`config.mk`:
```
export PLATFORM = sky130hd
export DESIGN_NAME = sjis_or_jis_to_euc_transcoder
export DESIGN_NICKNAME = d
export VERILOG_FILES = /design/src/sjet_pkg.sv /design/src/sjet_front.sv /design/src/sjet_queue.sv /design/src/sjet_back.sv /design/src/sjis_or_jis_to_euc_transcoder.sv
export SDC_FILE = /design/constraint.sdc
export NUM_CORES = 1
export LEC_CHECK = 0
export BUFFER_PORTS_ARGS = -buffer_cell sky130_fd_sc_hd__buf_2
export CAP_MARGIN = 20
export CELL_PAD_IN_SITES_DETAIL_PLACEMENT = 0
export CELL_PAD_IN_SITES_GLOBAL_PLACEMENT = 2
export CORE_MARGIN = 10
export CORE_UTILIZATION = 44
export CTS_CLUSTER_DIAMETER = 120
export DETAILED_ROUTE_END_ITERATION = 16
export MAX_ROUTING_LAYER = met4
export PLACE_DENSITY_LB_ADDON = 0.15
export SLEW_MARGIN = 20
export SYNTH_ARGS = -nofsm -noshare
export SYNTH_HDL_FRONTEND = slang
export SYNTH_HIERARCHICAL = 1
export SYNTH_SLANG_ARGS = --single-unit
```
`constraint.sdc`:
```
create_clock -name i_clk -period 23.4 [get_ports i_clk]
set_input_delay 2.34 -clock i_clk [delete_from_list [all_inputs] [get_ports i_clk]]
set_output_delay 2.34 -clock i_clk [all_outputs]
set_load 0.05 [all_outputs]
```
`src/sjet_pkg.sv`:
```
`timescale 1ns / 1ps
package sjet_pkg;

    // up to three data bytes of two output bytes each per source byte
    localparam int RUN_MAX   = 6;
    localparam int RUN_CNT_W = 3;

    typedef struct packed {
        logic [RUN_MAX-1:0][7:0] bytes;
        logic [RUN_CNT_W-1:0]    count;
    } t_run;

    // charset modes
    localparam logic [1:0] MODE_ASCII = 2'd0;
    localparam logic [1:0] MODE_KANJI = 2'd1;
    localparam logic [1:0] MODE_KANA  = 2'd2;

    // escape parse stage
    localparam logic [1:0] ESC_IDLE  = 2'd0;
    localparam logic [1:0] ESC_START = 2'd1;
    localparam logic [1:0] ESC_MID   = 2'd2;

    // control and escape characters
    localparam logic [7:0] CH_ESC  = 8'h1b;
    localparam logic [7:0] CH_SI   = 8'h0f;
    localparam logic [7:0] CH_SO   = 8'h0e;
    localparam logic [7:0] CH_K    = 8'h4b;
    localparam logic [7:0] CH_H    = 8'h48;
    localparam logic [7:0] CH_AMP  = 8'h26;
    localparam logic [7:0] CH_DOL  = 8'h24;
    localparam logic [7:0] CH_PAR  = 8'h28;
    localparam logic [7:0] CH_AT   = 8'h40;
    localparam logic [7:0] CH_B    = 8'h42;
    localparam logic [7:0] CH_J    = 8'h4a;
    localparam logic [7:0] CH_I    = 8'h49;

    localparam logic [7:0] KANA_PREFIX = 8'h8e;
    localparam logic [7:0] HIGH_BIT    = 8'h80;
    localparam logic [7:0] TRAIL_BASE  = 8'h40;
    localparam logic [7:0] TRAIL_BUMP  = 8'h9f;
    localparam logic [7:0] DEL_CODE    = 8'h7f;

    localparam logic [7:0] LEAD_MAP [128] = '{
        8'h80,8'ha1,8'ha3,8'ha5,8'ha7,8'ha9,8'hab,8'had,
        8'haf,8'hb1,8'hb3,8'hb5,8'hb7,8'hb9,8'hbb,8'hbd,
        8'hbf,8'hc1,8'hc3,8'hc5,8'hc7,8'hc9,8'hcb,8'hcd,
        8'hcf,8'hd1,8'hd3,8'hd5,8'hd7,8'hd9,8'hdb,8'hdd,
        8'ha0,8'ha1,8'ha2,8'ha3,8'ha4,8'ha5,8'ha6,8'ha7,
        8'ha8,8'ha9,8'haa,8'hab,8'hac,8'had,8'hae,8'haf,
        8'hb0,8'hb1,8'hb2,8'hb3,8'hb4,8'hb5,8'hb6,8'hb7,
        8'hb8,8'hb9,8'hba,8'hbb,8'hbc,8'hbd,8'hbe,8'hbf,
        8'hc0,8'hc1,8'hc2,8'hc3,8'hc4,8'hc5,8'hc6,8'hc7,
        8'hc8,8'hc9,8'hca,8'hcb,8'hcc,8'hcd,8'hce,8'hcf,
        8'hd0,8'hd1,8'hd2,8'hd3,8'hd4,8'hd5,8'hd6,8'hd7,
        8'hd8,8'hd9,8'hda,8'hdb,8'hdc,8'hdd,8'hde,8'hdf,
        8'hdf,8'he1,8'he3,8'he5,8'he7,8'he9,8'heb,8'hed,
        8'hef,8'hf1,8'hf3,8'hf5,8'hf7,8'hf9,8'hfb,8'hfd,
        8'hf0,8'hf1,8'hf2,8'hf3,8'hf4,8'hf5,8'hf6,8'hf7,
        8'hf8,8'hf9,8'hfa,8'hfb,8'hfc,8'hfd,8'hfe,8'hff
    };

    localparam logic [7:0] TRAIL_MAP [192] = '{
        8'ha1,8'ha2,8'ha3,8'ha4,8'ha5,8'ha6,8'ha7,8'ha8,
        8'ha9,8'haa,8'hab,8'hac,8'had,8'hae,8'haf,8'hb0,
        8'hb1,8'hb2,8'hb3,8'hb4,8'hb5,8'hb6,8'hb7,8'hb8,
        8'hb9,8'hba,8'hbb,8'hbc,8'hbd,8'hbe,8'hbf,8'hc0,
        8'hc1,8'hc2,8'hc3,8'hc4,8'hc5,8'hc6,8'hc7,8'hc8,
        8'hc9,8'hca,8'hcb,8'hcc,8'hcd,8'hce,8'hcf,8'hd0,
        8'hd1,8'hd2,8'hd3,8'hd4,8'hd5,8'hd6,8'hd7,8'hd8,
        8'hd9,8'hda,8'hdb,8'hdc,8'hdd,8'hde,8'hdf,8'h7f,
        8'he0,8'he1,8'he2,8'he3,8'he4,8'he5,8'he6,8'he7,
        8'he8,8'he9,8'hea,8'heb,8'hec,8'hed,8'hee,8'hef,
        8'hf0,8'hf1,8'hf2,8'hf3,8'hf4,8'hf5,8'hf6,8'hf7,
        8'hf8,8'hf9,8'hfa,8'hfb,8'hfc,8'hfd,8'hfe,8'ha1,
        8'ha2,8'ha3,8'ha4,8'ha5,8'ha6,8'ha7,8'ha8,8'ha9,
        8'haa,8'hab,8'hac,8'had,8'hae,8'haf,8'hb0,8'hb1,
        8'hb2,8'hb3,8'hb4,8'hb5,8'hb6,8'hb7,8'hb8,8'hb9,
        8'hba,8'hbb,8'hbc,8'hbd,8'hbe,8'hbf,8'hc0,8'hc1,
        8'hc2,8'hc3,8'hc4,8'hc5,8'hc6,8'hc7,8'hc8,8'hc9,
        8'hca,8'hcb,8'hcc,8'hcd,8'hce,8'hcf,8'hd0,8'hd1,
        8'hd2,8'hd3,8'hd4,8'hd5,8'hd6,8'hd7,8'hd8,8'hd9,
        8'hda,8'hdb,8'hdc,8'hdd,8'hde,8'hdf,8'he0,8'he1,
        8'he2,8'he3,8'he4,8'he5,8'he6,8'he7,8'he8,8'he9,
        8'hea,8'heb,8'hec,8'hed,8'hee,8'hef,8'hf0,8'hf1,
        8'hf2,8'hf3,8'hf4,8'hf5,8'hf6,8'hf7,8'hf8,8'hf9,
        8'hfa,8'hfb,8'hfc,8'hfd,8'hfe,8'hfd,8'hfe,8'hff
    };

endpackage

```
`src/sjet_front.sv`:
```
`timescale 1ns / 1ps
module sjet_front (
    input  logic            i_clk,
    input  logic            i_rst_n,
    input  logic            i_cfg_valid,
    input  logic            i_sjis_input,
    input  logic            i_in_valid,
    input  logic [7:0]      i_in_byte,
    input  logic            i_end_of_text,
    input  logic            i_q_full,
    output logic            o_in_ready,
    output logic            o_push,
    output sjet_pkg::t_run  o_run
);

    // result of one data byte: new held lead and 0..2 output bytes
    typedef struct packed {
        logic [7:0] held;
        logic [1:0] cnt;
        logic [7:0] b0;
        logic [7:0] b1;
    } t_db;

    logic       r_sjis;
    logic [1:0] r_mode;
    logic       r_so;
    logic [7:0] r_held;
    logic [1:0] r_stage;
    logic [7:0] r_mid;

    logic [1:0] n_mode;
    logic       n_so;
    logic [7:0] n_held;
    logic [1:0] n_stage;
    logic [7:0] n_mid;
    sjet_pkg::t_run n_run;
    logic       in_acc;

    function automatic logic is_lead(input logic [7:0] c);
        return (c >= 8'h81 && c <= 8'h9f) || (c >= 8'he0 && c <= 8'hfc);
    endfunction

    function automatic logic is_trail(input logic [7:0] c);
        return c >= sjet_pkg::TRAIL_BASE && c <= 8'hfc && c != sjet_pkg::DEL_CODE;
    endfunction

    function automatic logic is_kana(input logic [7:0] c);
        return c >= 8'ha0 && c <= 8'hdf;
    endfunction

    function automatic t_db data_byte(input logic [7:0] c, input logic sjis,
                                      input logic [1:0] mode, input logic so,
                                      input logic [7:0] held);
        t_db        r;
        logic       done;
        logic [7:0] cv;
        r.held = held;
        r.cnt  = 2'd0;
        r.b0   = 8'h00;
        r.b1   = 8'h00;
        done   = 1'b0;
        if (sjis) begin
            if (held != 8'h00) begin
                r.held = 8'h00;
                if (is_trail(c)) begin
                    r.b0 = held + {7'd0, c >= sjet_pkg::TRAIL_BUMP};
                    r.b1 = sjet_pkg::TRAIL_MAP[c - sjet_pkg::TRAIL_BASE];
                    r.cnt = 2'd2;
                    done = 1'b1;
                end
            end
            if (!done && is_lead(c)) begin
                r.held = sjet_pkg::LEAD_MAP[c[6:0]];
                done = 1'b1;
            end else if (!done && is_kana(c)) begin
                r.b0 = sjet_pkg::KANA_PREFIX;
                r.b1 = c;
                r.cnt = 2'd2;
                done = 1'b1;
            end
        end
        if (!done) begin
            cv = (mode != sjet_pkg::MODE_ASCII || so) ? (c | sjet_pkg::HIGH_BIT) : c;
            if (mode == sjet_pkg::MODE_KANA || so) begin
                r.b0 = sjet_pkg::KANA_PREFIX;
                r.b1 = cv;
                r.cnt = 2'd2;
            end else begin
                r.b0 = cv;
                r.cnt = 2'd1;
            end
        end
        return r;
    endfunction

    function automatic sjet_pkg::t_run push(input sjet_pkg::t_run x, input t_db d);
        sjet_pkg::t_run y;
        y = x;
        if (d.cnt != 2'd0) begin
            y.bytes[x.count] = d.b0;
        end
        if (d.cnt == 2'd2) begin
            y.bytes[x.count + 3'd1] = d.b1;
        end
        y.count = x.count + {1'b0, d.cnt};
        return y;
    endfunction

    assign o_in_ready = !i_q_full;
    assign in_acc     = i_in_valid && o_in_ready;
    assign o_push     = in_acc && (n_run.count != '0);
    assign o_run      = n_run;

    always_comb begin
        logic [7:0] c;
        logic       pre_esc;
        logic       pre_mid;
        logic       do_fresh;
        t_db        d;
        c        = i_in_byte;
        n_mode   = r_mode;
        n_so     = r_so;
        n_held   = r_held;
        n_stage  = r_stage;
        n_mid    = r_mid;
        n_run    = '0;
        pre_esc  = 1'b0;
        pre_mid  = 1'b0;
        do_fresh = 1'b0;
        d        = '0;

        case (r_stage)
            sjet_pkg::ESC_IDLE: begin
                do_fresh = 1'b1;
            end
            sjet_pkg::ESC_START: begin
                n_stage = sjet_pkg::ESC_IDLE;
                if (c == sjet_pkg::CH_K) begin
                    n_mode = sjet_pkg::MODE_KANJI;
                    n_so   = 1'b0;
                end else if (c == sjet_pkg::CH_H) begin
                    n_mode = sjet_pkg::MODE_ASCII;
                    n_so   = 1'b0;
                end else if (c == sjet_pkg::CH_AMP || c == sjet_pkg::CH_DOL ||
                             c == sjet_pkg::CH_PAR) begin
                    n_stage = sjet_pkg::ESC_MID;
                    n_mid   = c;
                end else begin
                    pre_esc  = 1'b1;
                    do_fresh = 1'b1;
                end
            end
            default: begin
                n_stage = sjet_pkg::ESC_IDLE;
                if (r_mid == sjet_pkg::CH_AMP && c == sjet_pkg::CH_AT) begin
                    n_stage = sjet_pkg::ESC_IDLE;
                end else if (r_mid == sjet_pkg::CH_DOL &&
                             (c == sjet_pkg::CH_B || c == sjet_pkg::CH_AT)) begin
                    n_mode = sjet_pkg::MODE_KANJI;
                    n_so   = 1'b0;
                end else if (r_mid == sjet_pkg::CH_PAR &&
                             (c == sjet_pkg::CH_J || c == sjet_pkg::CH_B ||
                              c == sjet_pkg::CH_H)) begin
                    n_mode = sjet_pkg::MODE_ASCII;
                    n_so   = 1'b0;
                end else if (r_mid == sjet_pkg::CH_PAR && c == sjet_pkg::CH_I) begin
                    n_mode = sjet_pkg::MODE_KANA;
                end else begin
                    pre_esc  = 1'b1;
                    pre_mid  = 1'b1;
                    do_fresh = 1'b1;
                end
            end
        endcase

        // unmatched escape bytes go out as data, then the byte itself
        if (pre_esc) begin
            d      = data_byte(sjet_pkg::CH_ESC, r_sjis, n_mode, n_so, n_held);
            n_held = d.held;
            n_run  = push(n_run, d);
        end
        if (pre_mid) begin
            d      = data_byte(r_mid, r_sjis, n_mode, n_so, n_held);
            n_held = d.held;
            n_run  = push(n_run, d);
        end
        if (do_fresh) begin
            if (c == sjet_pkg::CH_SI) begin
                n_so = 1'b0;
            end else if (c == sjet_pkg::CH_SO) begin
                n_so = 1'b1;
            end else if (c == sjet_pkg::CH_ESC) begin
                n_stage = sjet_pkg::ESC_START;
            end else begin
                d      = data_byte(c, r_sjis, n_mode, n_so, n_held);
                n_held = d.held;
                n_run  = push(n_run, d);
            end
        end

        // end of text: flush a pending escape, drop lead, clear shift
        if (i_end_of_text) begin
            if (n_stage != sjet_pkg::ESC_IDLE) begin
                d      = data_byte(sjet_pkg::CH_ESC, r_sjis, n_mode, n_so, n_held);
                n_held = d.held;
                n_run  = push(n_run, d);
            end
            if (n_stage == sjet_pkg::ESC_MID) begin
                d      = data_byte(n_mid, r_sjis, n_mode, n_so, n_held);
                n_held = d.held;
                n_run  = push(n_run, d);
            end
            n_stage = sjet_pkg::ESC_IDLE;
            n_held  = 8'h00;
            n_so    = 1'b0;
        end
    end

    always_ff @(posedge i_clk) begin
        if (!i_rst_n) begin
            r_sjis  <= 1'b0;
            r_mode  <= sjet_pkg::MODE_ASCII;
            r_so    <= 1'b0;
            r_held  <= 8'h00;
            r_stage <= sjet_pkg::ESC_IDLE;
            r_mid   <= 8'h00;
        end else begin
            if (i_cfg_valid) begin
                r_sjis <= i_sjis_input;
            end
            if (in_acc) begin
                r_mode  <= n_mode;
                r_so    <= n_so;
                r_held  <= n_held;
                r_stage <= n_stage;
                r_mid   <= n_mid;
            end
        end
    end

endmodule

```
`src/sjet_queue.sv`:
```
`timescale 1ns / 1ps
module sjet_queue #(
    parameter int DEPTH = 2
) (
    input  logic            i_clk,
    input  logic            i_rst_n,
    input  logic            i_push,
    input  sjet_pkg::t_run  i_data,
    input  logic            i_pop,
    output logic            o_full,
    output logic            o_valid,
    output sjet_pkg::t_run  o_data
);

    localparam int PTR_W = (DEPTH > 1) ? $clog2(DEPTH) : 1;
    localparam int CNT_W = $clog2(DEPTH + 1);

    sjet_pkg::t_run r_mem [DEPTH];
    logic [PTR_W-1:0] r_wptr;
    logic [PTR_W-1:0] r_rptr;
    logic [CNT_W-1:0] r_count;

    logic do_push;
    logic do_pop;

    function automatic logic [PTR_W-1:0] wrap_inc(input logic [PTR_W-1:0] p);
        return (p == PTR_W'(DEPTH - 1)) ? '0 : p + PTR_W'(1);
    endfunction

    assign o_full  = (r_count == CNT_W'(DEPTH));
    assign o_valid = (r_count != '0);
    assign o_data  = r_mem[r_rptr];
    assign do_push = i_push && !o_full;
    assign do_pop  = i_pop && o_valid;

    always_ff @(posedge i_clk) begin
        if (do_push) begin
            r_mem[r_wptr] <= i_data;
        end
    end

    always_ff @(posedge i_clk) begin
        if (!i_rst_n) begin
            r_wptr  <= '0;
            r_rptr  <= '0;
            r_count <= '0;
        end else begin
            if (do_push) begin
                r_wptr <= wrap_inc(r_wptr);
            end
            if (do_pop) begin
                r_rptr <= wrap_inc(r_rptr);
            end
            if (do_push && !do_pop) begin
                r_count <= r_count + CNT_W'(1);
            end else if (do_pop && !do_push) begin
                r_count <= r_count - CNT_W'(1);
            end
        end
    end

endmodule

```
`src/sjet_back.sv`:
```
`timescale 1ns / 1ps
module sjet_back (
    input  logic            i_clk,
    input  logic            i_rst_n,
    input  logic            i_q_valid,
    input  sjet_pkg::t_run  i_q_data,
    output logic            o_pop,
    output logic            o_out_valid,
    input  logic            i_out_ready,
    output logic [7:0]      o_out_byte,
    output logic            o_last_of_run
);

    sjet_pkg::t_run                 r_cur;
    logic [sjet_pkg::RUN_CNT_W-1:0] r_idx;
    logic                           r_busy;

    logic last;
    logic fin;

    assign last          = (r_idx == r_cur.count - sjet_pkg::RUN_CNT_W'(1));
    assign fin           = r_busy && i_out_ready && last;
    assign o_pop         = (!r_busy || fin) && i_q_valid;
    assign o_out_valid   = r_busy;
    assign o_out_byte    = r_cur.bytes[r_idx];
    assign o_last_of_run = last;

    always_ff @(posedge i_clk) begin
        if (o_pop) begin
            r_cur <= i_q_data;
        end
    end

    always_ff @(posedge i_clk) begin
        if (!i_rst_n) begin
            r_busy <= 1'b0;
            r_idx  <= '0;
        end else if (o_pop) begin
            r_busy <= 1'b1;
            r_idx  <= '0;
        end else if (fin) begin
            r_busy <= 1'b0;
        end else if (r_busy && i_out_ready) begin
            r_idx <= r_idx + sjet_pkg::RUN_CNT_W'(1);
        end
    end

endmodule

```
`src/sjis_or_jis_to_euc_transcoder.sv`:
```
`timescale 1ns / 1ps
// channel  | handshake                 | payload
// ---------+---------------------------+------------------------------
// cfg      | i_cfg_valid / o_cfg_ready | i_sjis_input
// in       | i_in_valid  / o_in_ready  | i_in_byte, i_end_of_text
// out      | o_out_valid / i_out_ready | o_out_byte, o_last_of_run
//
// The front decodes one source byte per cycle while the queue is not full,
// turning it into a run of 0..6 EUC-JP bytes in that same cycle; runs wait
// in a QUEUE_DEPTH deep queue. The back sends one byte per cycle while
// i_out_ready is high, finishing a run before the next; items producing no
// bytes are not queued. o_in_ready drops only while the queue is full.
// Reset is synchronous, active low; it clears decode state and the queue.
module sjis_or_jis_to_euc_transcoder #(
    parameter int QUEUE_DEPTH = 2
) (
    input  logic       i_clk,
    input  logic       i_rst_n,
    // configuration write
    input  logic       i_cfg_valid,
    output logic       o_cfg_ready,
    input  logic       i_sjis_input,
    // source bytes
    input  logic       i_in_valid,
    output logic       o_in_ready,
    input  logic [7:0] i_in_byte,
    input  logic       i_end_of_text,
    // EUC-JP bytes
    output logic       o_out_valid,
    input  logic       i_out_ready,
    output logic [7:0] o_out_byte,
    output logic       o_last_of_run
);

    logic           q_full;
    logic           q_valid;
    logic           q_push;
    logic           q_pop;
    sjet_pkg::t_run front_run;
    sjet_pkg::t_run q_data;

    // config register is always writable (write it only while the block is idle; the block does not enforce this)
    assign o_cfg_ready = 1'b1;

    // front: escape parsing, Shift_JIS lead/trail mapping, mode handling
    sjet_front u_front (
        .i_clk        (i_clk),
        .i_rst_n      (i_rst_n),
        .i_cfg_valid  (i_cfg_valid),
        .i_sjis_input (i_sjis_input),
        .i_in_valid   (i_in_valid),
        .i_in_byte    (i_in_byte),
        .i_end_of_text(i_end_of_text),
        .i_q_full     (q_full),
        .o_in_ready   (o_in_ready),
        .o_push       (q_push),
        .o_run        (front_run)
    );

    // decouples decode from output back-pressure
    sjet_queue #(
        .DEPTH(QUEUE_DEPTH)
    ) u_queue (
        .i_clk  (i_clk),
        .i_rst_n(i_rst_n),
        .i_push (q_push),
        .i_data (front_run),
        .i_pop  (q_pop),
        .o_full (q_full),
        .o_valid(q_valid),
        .o_data (q_data)
    );

    // back: serializes each run, flags its final byte
    sjet_back u_back (
        .i_clk        (i_clk),
        .i_rst_n      (i_rst_n),
        .i_q_valid    (q_valid),
        .i_q_data     (q_data),
        .o_pop        (q_pop),
        .o_out_valid  (o_out_valid),
        .i_out_ready  (i_out_ready),
        .o_out_byte   (o_out_byte),
        .o_last_of_run(o_last_of_run)
    );

endmodule

```
==> results.sh <==
export IMPL_r2r_start="u_front/r_mid[0]"
export IMPL_hpwl_um=46650
export IMPL_ys_flop_type="edfxtp_1"
export IMPL_skew_ns=0.03446
export IMPL_cp_arrival_ns=11.32
export IMPL_synth_most_common_cell="nand2_1"
export IMPL_clockRootBuffer="clkbuf_16"
export IMPL_grt_use_met1_pct=36.48
export IMPL_internal_power_mw=0.7545
export IMPL_hold_slack_ns=0.5233
export IMPL_drc_errors=0
export IMPL_core_area_um2=33360
export IMPL_grt_pass1_wl_um=89930
export IMPL_first_iter_violations=1573
export IMPL_peakVddDrop_v=0.00009287
export IMPL_seq_area_frac_synth_pct=35.16
export IMPL_cts_htree_levels=4
export IMPL_hold_end="u_queue/r_count[1]"
export IMPL_cap_violations=0
export IMPL_cts_sinks=184
export IMPL_end_kind="register"
export IMPL_critPathLaunchType="input pin"
export IMPL_power_density_nw_per_um2=73.42
export IMPL_place_port_buffers=25
export IMPL_synth_area_per_cell_um2=8.887
export IMPL_rsz0062_at_grt="no"
export IMPL_first_global_vias=13420
export IMPL_hold_viol_final=0
export IMPL_yosysWarnings=6
export IMPL_setup_violations=0
export IMPL_min_path_type="reg2reg"
export IMPL_cp_top_family="compound AO/OA/AOI/OAI gates"
export IMPL_cts_hold_buf=0
export IMPL_postCtsSetupBuffers=0
export IMPL_rr_worst_depth=31
export IMPL_async_flop_share_pct=0
export IMPL_cp_max_fo=51
export IMPL_ys_ff_latch=184
export IMPL_slowest_stage="o21ai_0"
export IMPL_synth_edff_count=153
export IMPL_worst_endpoint_required_ns=23.48
export IMPL_cts_tree="done"
export IMPL_track_usage_pct=29.67
export IMPL_holdCritStartpoint="u_queue/r_count[1]"
export IMPL_antenna_cells=0
export IMPL_rows=67
export IMPL_cpMostUsedCell="inv_1"
export IMPL_top_usage_layer="met2"
export IMPL_n_fill_cell=3340
export IMPL_slowest_delay_ns=0.60
export IMPL_routed_via_density=6.709
export IMPL_critPathBufInv=7
export IMPL_tightest_slew_ns=1.165
export IMPL_antenna_found_initial=1
export IMPL_vias=14110
export IMPL_synth_top_area_share_pct=30.98
export IMPL_hold_depth=2
export IMPL_synthTopCellsByCount="nand2_1, edfxtp_1, nor2_1"
export IMPL_netlist_area_um2=14830
export IMPL_fp_dieW_um=203.6
export IMPL_wl_um=60730
export IMPL_seq_power_share_pct=42.0
export IMPL_slew_headroom_pct=21.62
export IMPL_worst_skew_pair_late_latency_ns=0.47
export IMPL_pwr_share_clk_pct=25.7
export IMPL_nNetsFinal=1719
export IMPL_yosysTopAreaCell="edfxtp_1"
export IMPL_synth_cell_type_count=112
export IMPL_period_needed_ns=11.24
export IMPL_power_leakage_nw=5.625
export IMPL_synthCells=1669
export IMPL_finalPower_mw=1.170
export IMPL_die_area_um2=41450
export IMPL_first_pass_iters=6
export IMPL_tns_ns=0
export IMPL_worst_r2r_setup_slack_ns=13.60
export IMPL_power_switching_mw=0.4155
export IMPL_pin_count=27
export IMPL_drive_above_1_share_pct=13.53
export IMPL_comb_power_share_pct=32.3
export IMPL_path_clk_slew_ns=0.07
export IMPL_ant_nets=0
export IMPL_area_growth_pct=7.449
export IMPL_synth_area_leaders="edfxtp_1, ha_1, nand2_1"
export IMPL_grt_max_degree=53
export IMPL_status="completed"
export IMPL_synth_nets=1746
export IMPL_max_freq_mhz=88.95
export IMPL_clockBufferDepth=2
export IMPL_routabilityCongestion=1.071
export IMPL_met2_usage_pct=47.01
export IMPL_gr_total_overflow=0
export IMPL_start_util_pct=44.45
export IMPL_die_h_um=203.6
export IMPL_p_sw_share_pct=35.51
export IMPL_finalCritPeriodShare_pct=48.04
export IMPL_grtUsageMet3_pct=3.348
export IMPL_postCtsResizedCells=0
export IMPL_cts_buffers=17
export IMPL_crit_type="in2reg"
export IMPL_wl_per_cell_um=28.88
export IMPL_r2r_end="u_queue/r_mem[0][37]"
export IMPL_maxSlewViolCount=0
[cells in the final DEF, fill, tap and decap left out, drive strengths merged, types with 10 or more instances in the layout]
cell type  netlist  final
o21a            18     18
nor3            44     44
nand3           56     56
buf             42     53
o211ai          20     20
a221oi          10     10
o22ai           54     54
edfxtp         153    153
a22oi           33     33
mux2            54     54
a21o            10     10
a31oi           26     26
xnor2           15     15
a211oi          23     23
a21oi          117    117
nor2           142    142
nand2b          16     16
mux2i           20     20
o21ai          102    102
nor4            17     17
nor2b           18     18
or3             10     10
nand2          174    174
nand4           31     31
or2             11     11
clkbuf          58     18
and3            23     23
dfxtp           31     31
ha              58     58
and2            19     19
a22o            11     11
a21boi          10     10
inv             61     69
xor2            11     11
[state kept, by name (all words and copies together) (netlist names), named ones only]
name,count
u_queue/r_mem,102
u_back/r_cur,51
u_front/r_held,8
u_front/r_mid,8
u_back/r_idx,3
u_front/r_mode,2
u_front/r_stage,2
u_queue/r_count,2
u_back/o_out_valid,1
u_front/r_sjis,1
u_front/r_so,1
u_queue/r_rptr,1
u_queue/r_wptr,1
[worst max-delay path by stage]
stage / start / slack, ns / end / cells after the start
global route: i_in_byte[6] / 11.57 / u_queue/r_mem[0][33] / 32
finish: i_in_byte[6] / 12.16 / u_queue/r_mem[0][37] / 32
global placement: i_in_byte[6] / 12.12 / u_queue/r_mem[0][29] / 32
floorplan: i_in_byte[2] / 11.84 / u_queue/r_mem[0][0] / 36
CTS: i_in_byte[6] / 12.36 / u_queue/r_mem[0][37] / 32
detailed placement: i_in_byte[6] / 11.90 / u_queue/r_mem[0][33] / 32
[power by group through the flow]
stage,logic [mW],registers [mW],clock network [mW]
after floorplan,0.274,0.493,0
after global placement,0.372,0.493,0
after detailed placement,0.375,0.499,0
after CTS,0.377,0.492,0.308
after global routing,0.405,0.499,0.319
final,0.378,0.491,0.301
[per-stage QoR]
step | instance area [um^2] | instances | setup slack (ns) | utilization, %
final | 15940 | 2103 | 12.16 | 47.76
after global routing | 15940 | 2103 | 11.57 | 47.76
after global placement | 15320 | 2070 | 12.12 | 45.92
after floorplan | 14830 | 1669 | 11.84 | -
after CTS | 15930 | 2102 | 12.36 | 47.75
after detailed placement | 15320 | 2070 | 11.90 | 45.92
[routing by layer]
metal / routed length [um] / vias up
met2: 28750 / 642
met1: 24810 / 6950
li1: - / 6375
met5: 0 / -
met4: 3441 / 0
met3: 3728 / 143
[worst min-delay path, stage by stage, from the launching register on]
cell,delay [ns]
dfxtp_1,0.34
o21ai_0,0.08
a21boi_1,0.06
[cell type report]
type / instances / area, um^2 / share of cell area (%)
Timing Repair Buffer: 54 / 340.3 / 2.136
Clock buffer: 17 / 425.4 / 2.669
Inverter: 62 / 232.7 / 1.460
Sequential cell: 184 / 5216 / 32.73
Tap cell: 448 / 560.5 / 3.517
Clock inverter: 15 / 183.9 / 1.154
Multi-Input combinational cell: 1323 / 8977 / 56.33
[kinds of logic after synthesis]
family	Yosys count	share of synthesized area (%)
XOR/XNOR	27	1.738
AO/OA/AOI/OAI	558	26.28
flip-flops	184	35.16
buffers and inverters	162	4.555
AND/OR/NAND/NOR	593	20.14
multiplexers	82	6.664
other	1	0.02528
adder cells (fa/ha/maj)	62	5.433
No activity file was read; power rests on OpenSTA's default activity.
